### config.mk
export PLATFORM = sky130hd
export DESIGN_NAME = waveform_minmax_decimator_core_flat
export DESIGN_NICKNAME = d
export VERILOG_FILES = /design/src/design/wmd_pkg.sv /design/src/design/wmd_sample_if.sv /design/src/design/wmd_column_if.sv /design/src/design/wmd_ctrl.sv /design/src/design/wmd_datapath.sv /design/src/design/waveform_minmax_decimator_core.sv /design/src/flat_wrapper.sv
export VERILOG_INCLUDE_DIRS = /design/src /design/src/design
export SDC_FILE = /design/constraint.sdc
export NUM_CORES = 2
export LEC_CHECK = 0
export ABC_AREA = 1
export BUFFER_PORTS_ARGS = -buffer_cell sky130_fd_sc_hd__buf_2
export CAP_MARGIN = 25
export CORE_MARGIN = 2
export CORE_UTILIZATION = 65
export DETAILED_ROUTE_END_ITERATION = 12
export PLACE_DENSITY = 0.81
export SYNTH_ARGS = -nofsm -noshare
export SYNTH_HDL_FRONTEND = slang
export SYNTH_SLANG_ARGS = --single-unit
### constraint.sdc
create_clock -name clk -period 14.1 [get_ports clk]
set_input_delay 0.705 -clock clk [delete_from_list [all_inputs] [get_ports clk]]
set_output_delay 0.705 -clock clk [all_outputs]
set_load 0.02 [all_outputs]
### src/design/assert_macros.svh
// assertion helpers used by the top-level design file
`ifndef ASSERT_MACROS_SVH
`define ASSERT_MACROS_SVH

// clocked check, masked while reset is high
`define ASSERT_CLK_RST(lbl, clk, rst, prop, msg) \
  lbl: assert property (@(posedge clk) disable iff (rst) prop) else $error(msg);

// clocked check, active through reset as well
`define ASSERT_CLK(lbl, clk, prop, msg) \
  lbl: assert property (@(posedge clk) prop) else $error(msg);

`endif

### src/design/wmd_pkg.sv
// ----------------------------------------------------------------------------
// wmd_pkg
// Shared widths, register indexes, reciprocal table and the command and
// status bundles between the decimator controller and datapath.
// ----------------------------------------------------------------------------
package wmd_pkg;

  localparam int SAMPLE_W        = 16;
  localparam int FRAME_W         = 24;
  localparam int CHAN_W          = 4;
  localparam int CHAN_POS_W      = 3;
  localparam int COL_W           = 6;
  localparam int SUM_W           = 19;
  localparam int MAX_CHANNELS    = 8;
  localparam int DEFAULT_COLUMNS = 64;

  localparam int CFG_IDX_W  = 1;
  localparam int CFG_DATA_W = 24;

  localparam logic [CFG_IDX_W-1:0] CFG_FRAME_COUNT   = 1'b0;
  localparam logic [CFG_IDX_W-1:0] CFG_CHANNEL_COUNT = 1'b1;

  localparam logic [FRAME_W-1:0] FRAME_COUNT_RST   = 24'd1;
  localparam logic [CHAN_W-1:0]  CHANNEL_COUNT_RST = 4'd1;

  localparam logic signed [SAMPLE_W-1:0] MIN_INIT = 16'sh7FFF;
  localparam logic signed [SAMPLE_W-1:0] MAX_INIT = 16'sh8000;

  // reciprocal of the channel count, ceil(2^RECIP_SHIFT / n), exact for |sum| <= 2^18
  localparam int RECIP_W     = 25;
  localparam int RECIP_SHIFT = 24;
  localparam int QUOT_W      = 17;

  function automatic logic [RECIP_W-1:0] recip(input logic [CHAN_POS_W-1:0] idx);
    logic [RECIP_W-1:0] r;
    case (idx)
      3'd0: r = 25'd16777216;
      3'd1: r = 25'd8388608;
      3'd2: r = 25'd5592406;
      3'd3: r = 25'd4194304;
      3'd4: r = 25'd3355444;
      3'd5: r = 25'd2796203;
      3'd6: r = 25'd2396746;
      default: r = 25'd2097152;
    endcase
    return r;
  endfunction

  typedef struct packed {
    logic accum;
    logic close;
    logic mul;
    logic quot;
    logic emit;
    logic finish;
  } cmd_t;

  typedef struct packed {
    logic last_chan;
    logic emit_cond;
    logic out_free;
  } sts_t;

endpackage

### src/design/wmd_sample_if.sv
// ----------------------------------------------------------------------------
// wmd_sample_if
// Valid/ready channel carrying one interleaved Q1.15 audio sample.
// ----------------------------------------------------------------------------
interface wmd_sample_if;
  logic                                 valid;
  logic                                 ready;
  logic signed [wmd_pkg::SAMPLE_W-1:0]  sample;

  modport source (output valid, output sample, input ready);
  modport sink (input valid, input sample, output ready);
endinterface

### src/design/wmd_column_if.sv
// ----------------------------------------------------------------------------
// wmd_column_if
// Valid/ready channel carrying one display column's min/max report.
// ----------------------------------------------------------------------------
interface wmd_column_if;
  logic                                 valid;
  logic                                 ready;
  logic [wmd_pkg::COL_W-1:0]            column;
  logic signed [wmd_pkg::SAMPLE_W-1:0]  low_value;
  logic signed [wmd_pkg::SAMPLE_W-1:0]  high_value;
  logic                                 final_column;

  modport source (output valid, output column, output low_value, output high_value,
                  output final_column, input ready);
  modport sink (input valid, input column, input low_value, input high_value,
                input final_column, output ready);
endinterface

### src/design/wmd_ctrl.sv
// ----------------------------------------------------------------------------
// wmd_ctrl
// Sequencer: takes samples, runs the two-step reciprocal divide at the end
// of a frame, then walks the column emission loop.
// ----------------------------------------------------------------------------
module wmd_ctrl (
  input  logic          clk,
  input  logic          rst,
  input  logic          in_valid,
  output logic          in_ready,
  input  wmd_pkg::sts_t sts,
  output wmd_pkg::cmd_t cmd
);

  typedef enum logic [3:0] {
    IDLE = 4'b0001,
    MUL  = 4'b0010,
    QUOT = 4'b0100,
    EMIT = 4'b1000
  } state_t;

  state_t state;
  state_t state_next;

  always_ff @(posedge clk) begin
    if (rst) begin
      state <= IDLE;
    end else begin
      state <= state_next;
    end
  end

  always_comb begin
    state_next = state;
    cmd        = '0;
    in_ready   = 1'b0;
    case (state)
      IDLE: begin
        // no transfer while reset is held
        in_ready = !rst;
        if (in_valid && !rst) begin
          if (sts.last_chan) begin
            cmd.close  = 1'b1;
            state_next = MUL;
          end else begin
            cmd.accum = 1'b1;
          end
        end
      end
      MUL: begin
        cmd.mul    = 1'b1;
        state_next = QUOT;
      end
      QUOT: begin
        cmd.quot   = 1'b1;
        state_next = EMIT;
      end
      EMIT: begin
        if (sts.emit_cond) begin
          cmd.emit = sts.out_free;
        end else begin
          cmd.finish = 1'b1;
          state_next = IDLE;
        end
      end
      default: begin
        state_next = IDLE;
      end
    endcase
  end

endmodule

### src/design/wmd_datapath.sv
// ----------------------------------------------------------------------------
// wmd_datapath
// Channel accumulator, reciprocal divider, running min/max, column boundary
// test by cross-multiplied compares, and the output register.
// ----------------------------------------------------------------------------
module wmd_datapath #(
  parameter int COLUMNS = wmd_pkg::DEFAULT_COLUMNS
) (
  input  logic                                 clk,
  input  logic                                 rst,
  input  logic                                 cfg_write_en,
  input  logic [wmd_pkg::CFG_IDX_W-1:0]        cfg_index,
  input  logic [wmd_pkg::CFG_DATA_W-1:0]       cfg_data,
  input  logic signed [wmd_pkg::SAMPLE_W-1:0]  sample,
  input  wmd_pkg::cmd_t                        cmd,
  output wmd_pkg::sts_t                        sts,
  input  logic                                 out_ready,
  output logic                                 out_valid,
  output logic [wmd_pkg::COL_W-1:0]            out_column,
  output logic signed [wmd_pkg::SAMPLE_W-1:0]  out_low,
  output logic signed [wmd_pkg::SAMPLE_W-1:0]  out_high,
  output logic                                 out_final
);

  localparam int CNT_W   = $clog2(COLUMNS + 1);
  localparam int PROD_W  = wmd_pkg::FRAME_W + CNT_W + 1;
  localparam int DPROD_W = wmd_pkg::SUM_W + wmd_pkg::RECIP_W;

  logic [wmd_pkg::FRAME_W-1:0]           frame_count;
  logic [wmd_pkg::CHAN_W-1:0]            channel_count;
  logic [wmd_pkg::CHAN_POS_W-1:0]        chan_pos;
  logic signed [wmd_pkg::SUM_W-1:0]      chan_sum;
  logic                                  div_neg;
  logic [wmd_pkg::SUM_W-1:0]             div_mag;
  logic [wmd_pkg::CHAN_POS_W-1:0]        div_idx;
  logic [DPROD_W-1:0]                    div_prod;
  logic signed [wmd_pkg::SAMPLE_W-1:0]   avg;
  logic signed [wmd_pkg::SAMPLE_W-1:0]   run_min;
  logic signed [wmd_pkg::SAMPLE_W-1:0]   run_max;
  logic                                  first;
  logic [CNT_W-1:0]                      col_cnt;
  logic [wmd_pkg::FRAME_W-1:0]           frame_pos;
  logic [PROD_W-1:0]                     x_prod;
  logic [PROD_W-1:0]                     z_prod;

  logic [wmd_pkg::FRAME_W-1:0]           frames_eff;
  logic [wmd_pkg::CHAN_W-1:0]            chans_eff;
  logic signed [wmd_pkg::SUM_W-1:0]      sample_ext;
  logic signed [wmd_pkg::SUM_W-1:0]      sum_full;
  logic [wmd_pkg::QUOT_W-1:0]            quot_mag;
  logic signed [wmd_pkg::QUOT_W-1:0]     quot_sgn;
  logic signed [wmd_pkg::SAMPLE_W-1:0]   avg_new;
  logic [wmd_pkg::FRAME_W:0]             frame_plus1;
  logic [PROD_W-1:0]                     y_prod;
  logic [PROD_W-1:0]                     w_prod;
  logic                                  last_frame;
  logic                                  col_open;

  assign frames_eff = (frame_count == '0) ? wmd_pkg::FRAME_W'(1) : frame_count;

  always_comb begin
    if (channel_count == '0) begin
      chans_eff = wmd_pkg::CHAN_W'(1);
    end else if (channel_count > wmd_pkg::CHAN_W'(wmd_pkg::MAX_CHANNELS)) begin
      chans_eff = wmd_pkg::CHAN_W'(wmd_pkg::MAX_CHANNELS);
    end else begin
      chans_eff = channel_count;
    end
  end

  assign sample_ext = wmd_pkg::SUM_W'(sample);
  assign sum_full   = chan_sum + sample_ext;

  assign quot_mag = div_prod[wmd_pkg::RECIP_SHIFT +: wmd_pkg::QUOT_W];
  assign quot_sgn = div_neg ? -$signed(quot_mag) : $signed(quot_mag);
  assign avg_new  = quot_sgn[wmd_pkg::SAMPLE_W-1:0];

  // column c is due at frame f if f is last or (c+1)*F<(f+2)*C and c*F<(f+1)*C
  assign frame_plus1 = {1'b0, frame_pos} + (wmd_pkg::FRAME_W + 1)'(1);
  assign last_frame  = frame_plus1 >= {1'b0, frames_eff};
  assign y_prod      = x_prod + PROD_W'(frames_eff);
  assign w_prod      = z_prod + PROD_W'(COLUMNS);
  assign col_open    = col_cnt < CNT_W'(COLUMNS);

  assign sts.last_chan = ({1'b0, chan_pos} + wmd_pkg::CHAN_W'(1)) >= chans_eff;
  assign sts.emit_cond = col_open && (last_frame || ((y_prod < w_prod) && (x_prod < z_prod)));
  assign sts.out_free  = !out_valid || out_ready;

  always_ff @(posedge clk) begin
    if (rst) begin
      frame_count   <= wmd_pkg::FRAME_COUNT_RST;
      channel_count <= wmd_pkg::CHANNEL_COUNT_RST;
      chan_pos      <= '0;
      chan_sum      <= '0;
      run_min       <= wmd_pkg::MIN_INIT;
      run_max       <= wmd_pkg::MAX_INIT;
      first         <= 1'b0;
      col_cnt       <= '0;
      frame_pos     <= '0;
      out_valid     <= 1'b0;
    end else begin
      if (cfg_write_en) begin
        case (cfg_index)
          wmd_pkg::CFG_FRAME_COUNT:   frame_count <= cfg_data[wmd_pkg::FRAME_W-1:0];
          wmd_pkg::CFG_CHANNEL_COUNT: channel_count <= cfg_data[wmd_pkg::CHAN_W-1:0];
          default: ;
        endcase
      end
      if (cmd.accum) begin
        chan_sum <= sum_full;
        chan_pos <= chan_pos + wmd_pkg::CHAN_POS_W'(1);
      end
      if (cmd.close) begin
        chan_sum <= '0;
        chan_pos <= '0;
      end
      if (cmd.quot) begin
        first <= 1'b1;
        if (avg_new < run_min) begin
          run_min <= avg_new;
        end
        if (avg_new > run_max) begin
          run_max <= avg_new;
        end
      end
      if (cmd.emit) begin
        col_cnt <= col_cnt + CNT_W'(1);
        first   <= 1'b0;
      end
      if (cmd.finish) begin
        if (!first || !col_open) begin
          run_min <= wmd_pkg::MIN_INIT;
          run_max <= wmd_pkg::MAX_INIT;
        end
        if (!col_open) begin
          col_cnt   <= '0;
          frame_pos <= '0;
        end else begin
          frame_pos <= frame_pos + wmd_pkg::FRAME_W'(1);
        end
      end
      if (cmd.emit) begin
        out_valid <= 1'b1;
      end else if (out_ready) begin
        out_valid <= 1'b0;
      end
    end
  end

  always_ff @(posedge clk) begin
    if (cmd.close) begin
      div_neg <= sum_full[wmd_pkg::SUM_W-1];
      div_mag <= sum_full[wmd_pkg::SUM_W-1] ? wmd_pkg::SUM_W'(-sum_full)
                                             : wmd_pkg::SUM_W'(sum_full);
      div_idx <= wmd_pkg::CHAN_POS_W'(chans_eff - wmd_pkg::CHAN_W'(1));
    end
    if (cmd.mul) begin
      div_prod <= DPROD_W'(div_mag) * DPROD_W'(wmd_pkg::recip(div_idx));
    end
    if (cmd.quot) begin
      avg    <= avg_new;
      x_prod <= PROD_W'(col_cnt) * PROD_W'(frames_eff);
      z_prod <= PROD_W'(frame_plus1) * PROD_W'(COLUMNS);
    end
    if (cmd.emit) begin
      x_prod     <= y_prod;
      out_column <= wmd_pkg::COL_W'(col_cnt);
      out_low    <= first ? run_min : avg;
      out_high   <= first ? run_max : avg;
      out_final  <= col_cnt == CNT_W'(COLUMNS - 1);
    end
  end

endmodule

### src/design/waveform_minmax_decimator_core.sv
// Min/max peak decimator for a waveform display.
// Input channel "samples" takes interleaved Q1.15 audio samples, one per
// transfer; each frame of channel_count samples is averaged (toward zero).
// Output channel "columns" gives one transfer per display column: its index,
// the min and max averaged sample and a flag on the last column of the clip.
// frame_count and channel_count are written on the cfg port; the user must
// write them only while idle, as the block itself does not enforce it. A
// sample that does not close a frame is accumulated into the channel sum. A
// frame-closing sample steps through accept, reciprocal multiply, quotient
// and boundary products, one emission per column that ends at that frame and
// loop exit; no new sample is taken before the loop exits.
// Results pass through an output register: the sampler side keeps taking
// input while a report waits. If the receiver stalls during emission, the
// loop holds until the register frees, and no sample is taken meanwhile.
// Reset (synchronous, active high) restores frame_count = channel_count = 1
// and starts the clip at frame 0, column 0; no sample is taken while it is
// high and no clearing pass is needed.
`include "assert_macros.svh"

// ----------------------------------------------------------------------------
// waveform_minmax_decimator_core
// Top level: controller, datapath and the channel/port wiring.
// ----------------------------------------------------------------------------
module waveform_minmax_decimator_core #(
  parameter int COLUMNS = wmd_pkg::DEFAULT_COLUMNS
) (
  input  logic                            clk,
  input  logic                            rst,
  input  logic                            cfg_write_en,
  input  logic [wmd_pkg::CFG_IDX_W-1:0]   cfg_index,
  input  logic [wmd_pkg::CFG_DATA_W-1:0]  cfg_data,
  wmd_sample_if.sink                      samples,
  wmd_column_if.source                    columns
);

  wmd_pkg::cmd_t cmd;
  wmd_pkg::sts_t sts;

  wmd_ctrl u_ctrl (
    .clk      (clk),
    .rst      (rst),
    .in_valid (samples.valid),
    .in_ready (samples.ready),
    .sts      (sts),
    .cmd      (cmd)
  );

  wmd_datapath #(
    .COLUMNS (COLUMNS)
  ) u_datapath (
    .clk          (clk),
    .rst          (rst),
    .cfg_write_en (cfg_write_en),
    .cfg_index    (cfg_index),
    .cfg_data     (cfg_data),
    .sample       (samples.sample),
    .cmd          (cmd),
    .sts          (sts),
    .out_ready    (columns.ready),
    .out_valid    (columns.valid),
    .out_column   (columns.column),
    .out_low      (columns.low_value),
    .out_high     (columns.high_value),
    .out_final    (columns.final_column)
  );

  `ASSERT_CLK_RST(a_emit_into_free_reg, clk, rst, cmd.emit |-> sts.out_free, "column loaded over a pending transfer")
  `ASSERT_CLK_RST(a_no_take_while_emit, clk, rst, cmd.emit |-> !samples.ready, "sample taken during column emission")
  `ASSERT_CLK_RST(a_final_is_last, clk, rst, (columns.valid && columns.final_column) |-> (columns.column == wmd_pkg::COL_W'(COLUMNS - 1)), "final flag on a column other than the last")
  `ASSERT_CLK(a_reset_clears_out, clk, rst |=> !columns.valid, "output valid after reset")

endmodule

### src/flat_wrapper.sv
// flat-port wrapper written by rule: the top's interface ports become plain ports
module waveform_minmax_decimator_core_flat 
#(
  parameter int COLUMNS = wmd_pkg::DEFAULT_COLUMNS
)
  (clk, rst, cfg_write_en, cfg_index, cfg_data, samples_valid, samples_sample, samples_ready, columns_valid, columns_column, columns_low_value, columns_high_value, columns_final_column, columns_ready);
  wmd_sample_if samples_i ();
  wmd_column_if columns_i ();
  input  logic clk;
  input  logic rst;
  input  logic cfg_write_en;
  input  logic [wmd_pkg::CFG_IDX_W-1:0] cfg_index;
  input  logic [wmd_pkg::CFG_DATA_W-1:0] cfg_data;
  input wire logic [$bits(samples_i.valid)-1:0] samples_valid;
  input wire logic [$bits(samples_i.sample)-1:0] samples_sample;
  output wire logic [$bits(samples_i.ready)-1:0] samples_ready;
  output wire logic [$bits(columns_i.valid)-1:0] columns_valid;
  output wire logic [$bits(columns_i.column)-1:0] columns_column;
  output wire logic [$bits(columns_i.low_value)-1:0] columns_low_value;
  output wire logic [$bits(columns_i.high_value)-1:0] columns_high_value;
  output wire logic [$bits(columns_i.final_column)-1:0] columns_final_column;
  input wire logic [$bits(columns_i.ready)-1:0] columns_ready;
  assign samples_i.valid = samples_valid;
  assign samples_i.sample = samples_sample;
  assign samples_ready = samples_i.ready;
  assign columns_valid = columns_i.valid;
  assign columns_column = columns_i.column;
  assign columns_low_value = columns_i.low_value;
  assign columns_high_value = columns_i.high_value;
  assign columns_final_column = columns_i.final_column;
  assign columns_i.ready = columns_ready;
  waveform_minmax_decimator_core #(.COLUMNS(COLUMNS)) u_core (.clk(clk), .rst(rst), .cfg_write_en(cfg_write_en), .cfg_index(cfg_index), .cfg_data(cfg_data), .samples(samples_i), .columns(columns_i));
endmodule
==> impl_metrics.json <==
{
  "dp_cells": 4914,
  "finalHoldViolCount": 0,
  "fin_ws_ns": 5.128,
  "ant_nets": 0,
  "min-delay-path-class": "input pin to register",
  "grt_use_total_pct": 37.85,
  "syn-num-nets": 5081,
  "vias": 28700,
  "clk_path_buf_depth": 3,
  "p_per_area_nw_per_um2": 225.3,
  "dp_hpwl_um": 86700,
  "grt_pass1_wl_um": 161500,
  "pre_cts_ws_ns": 5.207,
  "endpoint_kind": "register",
  "clock_latency_ns": 0.59,
  "relSlewSlack_pct": 26.93,
  "final_cells": 4974,
  "drv_slew": 0,
  "synth_cell_types": 71,
  "status": "finished, final reports clean",
  "startpoint_type": "register",
  "num_rows": 84,
  "clock_sinks": 270,
  "synth_flop_cell": "edfxtp_1",
  "final_area_um2": 36780,
  "drv_cap": 0,
  "netlist_area_um2": 34810,
  "final-setup-viol-count": 0,
  "initial_core_util_pct": 65.98,
  "skew_ns": 0.01668,
  "p_leak_nw": 19.05,
  "gp_congestion": 1.041,
  "cts_resized": 0,
  "syn_area_per_cell_um2": 8.183,
  "synth_edf_count": 151,
  "path_clk_slew_ns": 0.06,
  "post-route-drc-count": 0,
  "drtIter0Drc": 2471,
  "grt_max_degree": 60,
  "syn_inst": 4254,
  "cts_post_setup_buffers_inserted": 0,
  "drt-vias-per-instance": 5.769,
  "io_buffers": 86,
  "routed_wirelength_um": 104200,
  "ff2ff_setup_slack_ns": 5.13,
  "dieHeight_um": 235.4,
  "grtUsageMet2_pct": 63.45,
  "post_dp_cell_area_um2": 35730,
  "period_share_pct": 63.63,
  "die_width_um": 235.4,
  "antenna_found_initial": 1,
  "post-route-min-period_ns": 8.972,
  "required_ns": 14.43,
  "drt-pass1-iter-count": 6,
  "cts_buffers": 30,
  "ir_drop_mv": 0.4779,
  "core_area_um2": 52760,
  "ios": 87,
  "met1_usage_pct": 48.55,
  "rsz0062_at_grt": "false",
  "fmax_mhz": 111.5,
  "area_growth_pct": 5.661,
  "root_buffer": "clkbuf_16",
  "cts-hold-fix-buffers": 0,
  "async_flop_share_pct": 0,
  "tns_ns": 0,
  "final_net_count": 5088,
  "htreeDepth": 1,
  "wl_per_cell_um": 20.95,
  "ys_ff_latch": 270,
  "ys_warn_count": 0,
  "drive_gt1_share_pct": 5.391,
  "worst-setup-path-type": "register to register",
  "met3_usage_pct": 5.781,
  "top_usage_layer": "met2",
  "die_area_um2": 55420,
  "grt_pass1_vias": 29040,
  "worst_slew_pin_slew_ns": 1.086,
  "worst_ep_arrival_time_ns": 9.30,
  "path_max_fanout": 19,
  "ys_seq_area_share_pct": 19.87,
  "grt_overflow": 0,
  "tritoncts": "built"
}
-- cells by family after synthesis --
kind of cell               synth area share, %
buffers and inverters                    11.94
and+or+nand+nor                          17.44
AOI/OAI and AO/OA                        8.626
adders and majority gates                38.23
xor gates and xnor gates                 3.896
DFF                                      19.87
-- cell type report --
cell class / count / area, um2
diodes: 1 / 2.502
inverters: 954 / 3583
repair buffers: 111 / 685.7
multi-input cells: 2894 / 23750
clock buffers: 37 / 797.0
fillers: 4334 / 15980
clock inverters: 19 / 186.4
flip-flops and latches: 270 / 6917
well taps: 688 / 860.8
-- sequential cells by signal, indices dropped and copies added, names as in the netlist --
name and count:
u_core.u_datapath.x_prod 32, u_core.u_datapath.z_prod 25, u_core.u_datapath.frame_count 24, u_core.u_datapath.frame_pos 24, u_core.u_datapath.chan_sum 19, u_core.u_datapath.div_mag 19, u_core.u_datapath.avg 16, u_core.u_datapath.div_prod 16
u_core.u_datapath.out_high 16, u_core.u_datapath.out_low 16, u_core.u_datapath.run_max 16, u_core.u_datapath.run_min 16, u_core.u_datapath.col_cnt 7, u_core.u_datapath.out_column 6, u_core.u_ctrl.state 4, u_core.u_datapath.channel_count 4
u_core.u_datapath.chan_pos 3, u_core.u_datapath.div_idx 3, u_core.u_datapath.div_neg 1, u_core.u_datapath.first 1, u_core.u_datapath.out_final 1, u_core.u_datapath.out_valid 1
-- critical path, cell delays in order, from the launching register on --
cell	delay (ns)
edfxtp_1	0.89
nand2_1	0.66
inv_1	0.50
nor2_1	0.08
a21oi_1	0.15
clkinv_1	0.62
nor2_1	0.61
inv_1	0.17
fa_1	0.54
inv_1	0.07
fa_1	0.50
fa_1	0.57
fa_1	0.53
fa_1	0.52
fa_1	0.51
ha_1	0.41
a21oi_1	0.22
o21ai_0	0.21
a221o_1	0.38
a21oi_1	0.13
o21ai_0	0.16
a21oi_1	0.19
xnor2_1	0.08
-- layer usage --
metal | wire [um] | share of wire (%) | up-vias
met5 | 0 | 0 | -
met4 | 5625 | 5.4 | 0
met3 | 7525 | 7.2 | 275
met2 | 49580 | 48 | 1177
met1 | 41500 | 40 | 13990
li1 | - | - | 13250
-- layout by cell type, fill, tap and decap left out, drive strengths merged, types with 6 or more instances in the layout --
cell type / Yosys / final
dfxtp: 119 / 119
nand2: 773 / 773
buf: 32 / 111
xnor2: 35 / 35
nand4: 91 / 91
o21bai: 12 / 12
clkinv: 3 / 12
nor4: 20 / 20
fa: 471 / 471
nand3b: 6 / 6
o21a: 14 / 14
nor3: 45 / 45
or2: 8 / 8
a21oi: 237 / 237
o21ai: 213 / 213
o31ai: 7 / 7
o211ai: 23 / 23
clkbuf: 104 / 37
xor2: 119 / 119
nand3: 91 / 91
inv: 951 / 956
edfxtp: 151 / 151
nor2: 375 / 375
ha: 310 / 310
a31oi: 10 / 10
-- synthesized netlist by cell type (19+ instances only) --
library cell | number | share of area, %
nor4_1 | 19 | 0.34
xnor2_1 | 35 | 0.88
o211ai_1 | 23 | 0.50
nand2_1 | 764 | 8.2
nor3_1 | 43 | 0.62
inv_1 | 942 | 10
nand3_1 | 89 | 1.3
dfxtp_1 | 119 | 6.8
ha_1 | 310 | 11
nand4_1 | 89 | 1.6
edfxtp_1 | 151 | 13
clkbuf_1 | 104 | 1.1
a21oi_1 | 235 | 3.4
o21ai_0 | 195 | 2.8
xor2_1 | 118 | 3.0
nor2_1 | 353 | 3.8
fa_1 | 471 | 27
-- per-stage QoR --
stage / utilization, % / total power [mW] / hold slack (ns)
floorplan: - / 5.604 / 0.4064
global placement: 67.66 / 7.266 / 0.4624
detailed placement: 67.71 / 7.372 / 0.4636
global route: 69.72 / 9.118 / 0.3731
finish: 69.72 / 8.287 / 0.3679
CTS: 69.58 / 8.212 / 0.3585
-- worst paths after layout --
| path | start | endpoint | cells past startpoint |
|---|---|---|---|
| setup / recovery | u_core.u_datapath.div_idx[1] | u_core.u_datapath.div_prod[34] | 22 |
| hold / removal | cfg_data[0] | u_core.u_datapath.channel_count[0] | 3 |
| setup reg to reg | u_core.u_datapath.div_idx[1] | u_core.u_datapath.div_prod[34] | 22 |
| hold reg to reg | u_core.u_datapath.chan_pos[1] | u_core.u_datapath.chan_pos[1] | 2 |
-- power by group --
group	total (mW)	internal [mW]	leakage [nW]	switching, mW
registers	1.09	1.03	2.36	0.0597
clock network	0.793	0.444	0.477	0.349
logic	6.40	2.27	16.2	4.13
total	8.29	3.74	19.1	4.54
(Power assumes the default switching activity.)
